<file path="src/design/xt3_pkg.sv">
// ----------------------------------------------------------------------------
// XTEA3 package
// Shared constants, types and round functions for the XTEA3 pipeline.
// ----------------------------------------------------------------------------
package xt3_pkg;

	localparam int XT3_ROUNDS   = 32;
	localparam int XT3_NUM_KEYS = 8;
	localparam int XT3_NUM_WORDS = 4;

	localparam logic [31:0] XT3_DELTA    = 32'h9E3779B9;
	localparam logic [63:0] XT3_SUM_PROD = 64'(XT3_DELTA) * 64'(XT3_ROUNDS);
	localparam logic [31:0] XT3_SUM_DEC  = XT3_SUM_PROD[31:0];

	typedef enum logic {
		MODE_DECRYPT = 1'b0,
		MODE_ENCRYPT = 1'b1
	} mode_t;

	typedef logic [XT3_NUM_KEYS-1:0][31:0] key_t;

	typedef struct packed {
		mode_t                           mode;
		logic [31:0]                     sum;
		logic [XT3_NUM_WORDS-1:0][31:0]  w;
	} xt3_state_t;

	function automatic logic [31:0] xt3_rotl(input logic [31:0] x, input logic [4:0] amt);
		logic [63:0] t;
		t = {x, x} << amt;
		return t[63:32];
	endfunction

	function automatic logic [31:0] xt3_mix(
		input logic [31:0] x,
		input logic [31:0] y,
		input logic [31:0] sum,
		input logic [31:0] k_hi,
		input logic [31:0] k_lo
	);
		logic [31:0] p;
		logic [31:0] q;
		p = (x << 4) + xt3_rotl(k_hi, x[4:0]);
		q = (x >> 5) + xt3_rotl(k_lo, x[31:27]);
		return p ^ (y + sum) ^ q;
	endfunction

endpackage

</file>
<file path="src/design/xt3_round.sv">
// ----------------------------------------------------------------------------
// XTEA3 round
// One full cipher round as two register stages, one half-round each.
// Both directions share the stages; the mode travels with the data.
// ----------------------------------------------------------------------------
module xt3_round (
	input  logic               clk,
	input  logic               arst_n,
	input  logic               en,
	input  xt3_pkg::key_t      key,
	input  logic               in_valid,
	input  xt3_pkg::xt3_state_t in_st,
	output logic               out_valid,
	output xt3_pkg::xt3_state_t out_st
);
	import xt3_pkg::*;

	logic        valid_s1;
	logic        valid_s2;
	xt3_state_t  st_s1;
	xt3_state_t  st_s2;
	xt3_state_t  nxt_a;
	xt3_state_t  nxt_b;
	logic [31:0] x_a, y_a, f_a;
	logic [31:0] x_b, y_b, f_b;
	logic [1:0]  sel_a, sel_b;

	// first half: encrypt updates word 0, decrypt rotates then updates word 2
	always_comb begin
		nxt_a = in_st;
		if (in_st.mode == MODE_ENCRYPT) begin
			sel_a = in_st.sum[1:0];
			x_a   = in_st.w[1];
			y_a   = in_st.w[3];
		end else begin
			sel_a = in_st.sum[12:11];
			x_a   = in_st.w[2];
			y_a   = in_st.w[0];
		end
		f_a = xt3_mix(x_a, y_a, in_st.sum, key[{1'b1, sel_a}], key[{1'b0, sel_a}]);
		if (in_st.mode == MODE_ENCRYPT) begin
			nxt_a.w[0] = in_st.w[0] + f_a;
			nxt_a.sum  = in_st.sum + XT3_DELTA;
		end else begin
			nxt_a.w[0] = in_st.w[3];
			nxt_a.w[1] = in_st.w[0];
			nxt_a.w[2] = in_st.w[1] - f_a;
			nxt_a.w[3] = in_st.w[2];
			nxt_a.sum  = in_st.sum - XT3_DELTA;
		end
	end

	// second half: encrypt updates word 2 then rotates, decrypt updates word 0
	always_comb begin
		nxt_b = st_s1;
		if (st_s1.mode == MODE_ENCRYPT) begin
			sel_b = st_s1.sum[12:11];
			x_b   = st_s1.w[3];
			y_b   = st_s1.w[1];
		end else begin
			sel_b = st_s1.sum[1:0];
			x_b   = st_s1.w[1];
			y_b   = st_s1.w[3];
		end
		f_b = xt3_mix(x_b, y_b, st_s1.sum, key[{1'b1, sel_b}], key[{1'b0, sel_b}]);
		if (st_s1.mode == MODE_ENCRYPT) begin
			nxt_b.w[0] = st_s1.w[1];
			nxt_b.w[1] = st_s1.w[2] + f_b;
			nxt_b.w[2] = st_s1.w[3];
			nxt_b.w[3] = st_s1.w[0];
		end else begin
			nxt_b.w[0] = st_s1.w[0] - f_b;
		end
	end

	always_ff @(posedge clk or negedge arst_n) begin
		if (!arst_n) begin
			valid_s1 <= 1'b0;
			valid_s2 <= 1'b0;
		end else if (en) begin
			valid_s1 <= in_valid;
			valid_s2 <= valid_s1;
		end
	end

	always_ff @(posedge clk) begin
		if (en) begin
			st_s1 <= nxt_a;
			st_s2 <= nxt_b;
		end
	end

	assign out_valid = valid_s2;
	assign out_st    = st_s2;

endmodule

</file>
<file path="config.mk">
export PLATFORM = sky130hd
export DESIGN_NAME = xt3_round
export DESIGN_NICKNAME = d
export VERILOG_FILES = /design/src/design/xt3_pkg.sv /design/src/design/xt3_round.sv
export SDC_FILE = /design/constraint.sdc
export NUM_CORES = 2
export LEC_CHECK = 0
export BUFFER_PORTS_ARGS = -buffer_cell sky130_fd_sc_hd__buf_4
export CAP_MARGIN = 5
export CORE_MARGIN = 1.5
export CORE_UTILIZATION = 28
export DETAILED_ROUTE_END_ITERATION = 10
export PLACE_DENSITY_LB_ADDON = 0.15
export SETUP_SLACK_MARGIN = 0.15
export SLEW_MARGIN = 20
export SYNTH_ARGS = -nofsm -noshare
export SYNTH_HDL_FRONTEND = slang
export SYNTH_SLANG_ARGS = --single-unit
</file>
<file path="constraint.sdc">
create_clock -name clk -period 10.2 [get_ports clk]
set_input_delay 1.53 -clock clk [delete_from_list [all_inputs] [get_ports clk]]
set_output_delay 1.53 -clock clk [all_outputs]
set_load 0.01 [all_outputs]
</file>
# ---- After elaboration in Yosys (flattened, before gate mapping)
# Cells that the tools add are included.
dict set report op_classes {
  n_addsub 12
  mux 19
  order_cmp 4
  n_shift 4
  bitwise 4
}
# operator count
set ops {}
lappend ops {{two-way mux 32 bit} 11}
lappend ops {{binary-select mux 32 bit (select 2 bit)} 4}
lappend ops {{left shift 64 x 5 -> 64 bit} 4}
lappend ops {{adder 32 bit} 6}
lappend ops {{two-way mux 96 bit} 2}
lappend ops {{XOR 32 bit} 4}
lappend ops {{adder 27 x 32 -> 32 bit} 2}
lappend ops {{subtractor 32 bit} 2}
lappend ops {{adder 32 bit, second input constant} 1}
lappend ops {{subtractor 32 bit, second input constant} 1}
lappend ops {{< comparator 2 x 4 -> 1 bit, second input constant} 2}
lappend ops {{< comparator 3 x 4 -> 1 bit, second input constant} 2}
lappend ops {{two-way mux 2 bit} 2}
dict set report word_totals {
  in_bits 421
  register_bits 324
}

# ---- Longest topological paths before layout
dict set report logic_depth {
  depth_word 9
  depth_mapped 45
}

# ---- Worst setup path after synthesis
# No wires, ideal clock.
dict set report synth_timing {
  path_kind {input to register}
  from {input in_st[160] in the netlist's numbering}
  to {register st_s1[31] in the netlist's numbering (data pin)}
  path_slack_ps 786
  required_time_ps 9940
  path_stages 39
  arrival_time_ps 9154
  path_buffers 6
  cell_sequence {buf_6 buf_2 inv_1 buf_2 a21boi_1 inv_1 clkbuf_1 clkbuf_1 clkbuf_1 mux2i_1 nand2_1 nand2_1 mux2i_1 ha_1 fa_1 a21o_1 a21oi_1 o21ai_0 [... 3 more ...] a311oi_1 a21oi_1 a311oi_1 xnor2_1 xnor2_1 xnor2_1 ha_1 or2_2 and2_1 o21ai_0 o21bai_1 o21ai_0 o21a_1 o2111ai_1 a21oi_1 xnor2_1 xnor2_1 mux2_2}
}
# element line
set synth_lines {}
lappend synth_lines {{start, declared} xt3_round.sv:12} ;# input xt3_pkg::xt3_state_t in_st,
lappend synth_lines {{end signal, assigned} xt3_round.sv:88} ;# st_s1 <= nxt_a;
lappend synth_lines {{end, declared} xt3_round.sv:20} ;# xt3_state_t st_s1;

==> results_dict.tcl <==
set metrics [dict create \
    stdcell_count 8203 \
    finalCritPeriodShare_pct 94.8 \
    p_leak_uw 0.0257 \
    vias 44427 \
    row_count 145 \
    cp_data_arrival_time_ns 10.05 \
    avgSynthCellArea_um2 8.36 \
    power_switching_share_pct 49.8 \
    synth_flop_cell "edfxtp_1" \
    tightestPinTransition_ns 1.09 \
    dp_cells 8115 \
    synth_seq_cells 324 \
    grt_max_degree 168 \
    dieArea_um2 161000 \
    min-delay-start "nxt_b[159]$_DFFE_PP_" \
    cp_top_family "compound AO/OA/AOI/OAI gates" \
    seqPwrFrac_pct 10.6 \
    finalSetupTns_ns 0 \
    cts_tree "yes" \
    mostFrequentLayoutCells "nand2_1 (1,213), buf_4 (986), mux2i_1 (540)" \
    power_frac_clock_pct 7.2 \
    drc_errors 0 \
    setup_viol 0 \
    worst_clock_skew_ns 0.0701 \
    crit_top_cell "buf_4" \
    whs_ns 0.501 \
    dp_slack_ns -0.122 \
    ios 583 \
    wl_per_cell_um 27.9 \
    wl_mm 229 \
    grt_pass1_vias 42938 \
    rr_endpoint "out_st[31]$_DFFE_PP_" \
    ant_nets 0 \
    hold_path.class "flop to flop" \
    syn2layout_area_growth_pct 24.7 \
    synth_nets 6067 \
    internal-power_uw 12000 \
    first_iter_violations 4468 \
    worst-path-buf-inv 10 \
    synth-edff-count 322 \
    htree_levels 2 \
    report.final.hold_viol_count 0 \
    gr-usage-met2_pct 43.1 \
    critPathMaxFanout 46 \
    place.port_buffers 582 \
    routabilityCongestion 0.990 \
    root_buffer "clkbuf_16" \
    drive_gt1_share_pct 21.9 \
    slowest_stage "a311oi_1" \
    relSlewSlack_pct 25.2 \
    met1_usage_pct 37.7 \
    slowest_delay_ns 0.50 \
    core_um2 157000 \
    netlist_instances 5307 \
    clock_sinks 324 \
    synth_cell_types 90 \
    power_density_nw_per_um2 433 \
    required_ns 10.58 \
    setup_ws_ns 0.528 \
    netlist_area_um2 44400 \
    routed_via_density 5.42 \
    grt_util_all_layers_pct 27.5 \
    hold_path_depth 0 \
    hold_end "out_st[159]$_DFFE_PP_" \
    drv_slew 0 \
    die_w_um 401 \
    pwr-share-comb_pct 82.3 \
    layout_commonest_cell "nand2_1" \
    top_usage_layer "met2" \
    critPathKind "flop to flop" \
    grt_util_met3_pct 6.15 \
    cap_violations 0 \
    antenna_found_initial 40 \
    timing.rr.start "nxt_b[160]$_DFFE_PP_" \
    reg2regPathDepth 48 \
    post-dp-hpwl_mm 195 \
    ys_seq_area_share_pct 21.9 \
    grt_pass1_wl_mm 320 \
    utilization_pct 35.3 \
    die_y_um 401 \
    rsz0062_at_grt "true" \
    grt_overflow 0 \
    fin_crit_ns 9.67 \
    power_switching_uw 11900 \
    synthArstFlopShare_pct 0.617 \
    ir_drop_uv 257 \
    start_util_pct 28.3 \
    cts.clk_slew.worst_paths_ns 0.06 \
    cts_inserted_buffers 43 \
    r2r_slack_ns 0.53 \
    status "finished clean" \
    fin_nets 6864 \
    end_kind "flop" \
    insertion_delay_ns 0.67 \
    startpoint_type "flop" \
    firstDrtPassIters 8 \
    clock.fmax_mhz 103 \
    yosys_warnings 0 \
    clockBufferDepth 3 \
]
## power by group through the flow
| stage | clock network [µW] | registers [µW] | logic [µW] |
|---|---|---|---|
| after floorplan | 0 | 2480 | 11900 |
| after detailed placement | 0 | 2560 | 19400 |
| final | 1710 | 2540 | 19700 |
| after CTS | 1760 | 2530 | 19600 |
| after global placement | 0 | 2560 | 19400 |
| after global routing | 1790 | 2570 | 21500 |
## per-layer routing
metal  up-vias  share of wire [%]
li1      20781                  -
met1     21509                 45
met2      1743                 44
met3       348                7.9
met4        46                3.2
met5         -               0.13
## through the flow
| step | area, µm² | power (µW) |
|---|---|---|
| 2_1_floorplan | 44400 | 14400 |
| 3_3_place_gp | 53700 | 22000 |
| 3_5_place_dp | 53700 | 22000 |
| 4_1_cts | 55200 | 23800 |
| 5_1_grt | 55300 | 25800 |
| 6_report | 55300 | 24000 |
## cells by family after synthesis
logic type	after synthesis	share of synthesized area (%)
adders and majority gates	339	9.75
AOI/OAI and AO/OA	1066	15.3
and+or+nand+nor	1926	18.8
xor gates and xnor gates	440	8.96
buffers and inverters	457	4.39
DFF	324	21.9
muxes	755	20.9
## what timing repair did
action / 4_1_cts / 5_1_grt
hold buffers: 0 / 0
buffers inserted: 0 / 2
endpoints found under the hold margin: 0 / 0
gates resized for setup: 1 / 10
setup endpoints to repair: 1 / 7
## cells in the mapped netlist (25+ instances only)
cell type / count / share of area, %
a31oi_1: 70 / 0.99
buf_2: 61 / 0.69
mux4_2: 126 / 6.4
a211oi_1: 25 / 0.42
ha_1: 328 / 9.3
o21bai_1: 63 / 1.1
inv_1: 188 / 1.6
a311oi_1: 40 / 0.79
nor2b_1: 35 / 0.49
edfxtp_1: 322 / 22
nand2b_1: 93 / 1.3
mux2i_1: 545 / 12
buf_4: 29 / 0.49
nand2_1: 1213 / 10
o21ai_0: 263 / 3.0
a21oi_1: 283 / 3.2
mux2_2: 78 / 2.0
buf_1: 44 / 0.37
nor2_1: 181 / 1.5
nor3_1: 66 / 0.74
o21a_1: 37 / 0.63
nand3_1: 159 / 1.8
xnor2_1: 318 / 6.3
a21o_1: 120 / 2.0
xor2_1: 113 / 2.2
clkbuf_1: 120 / 1.0
and3_1: 91 / 1.3
## registers in the layout, summed over array words and instances (netlist names)
signal	flops
out_st	161
st_s1	128
nxt_b	33
out_valid	1
valid_s1	1
## how the worst max path moves through the flow
stage / from / endpoint / slack [ns] / cells past startpoint
after floorplan: in_st[160] / st_s1[31]$_DFFE_PP_ / 0.79 / 39
after global placement: in_st[160] / st_s1[95]$_DFFE_PP_ / -0.14 / 38
after detailed placement: in_st[160] / st_s1[95]$_DFFE_PP_ / -0.12 / 38
after CTS: nxt_b[160]$_DFFE_PP_ / out_st[31]$_DFFE_PP_ / 0.20 / 47
after global routing: nxt_b[160]$_DFFE_PP_ / out_st[31]$_DFFE_PP_ / -0.002 / 48
final: nxt_b[160]$_DFFE_PP_ / out_st[31]$_DFFE_PP_ / 0.53 / 48
## area by class of cell
class	instances	area [µm²]
sequential	324	9720
fill	16424	101000
timing repair buffer	1012	7900
clock buffer	47	1090
tap	2058	2570
multi-input combinational	4526	32800
inverter	197	747
antenna	8	20.0
clock inverter	31	444
Note: power is estimated with default switching activity, not from simulation.
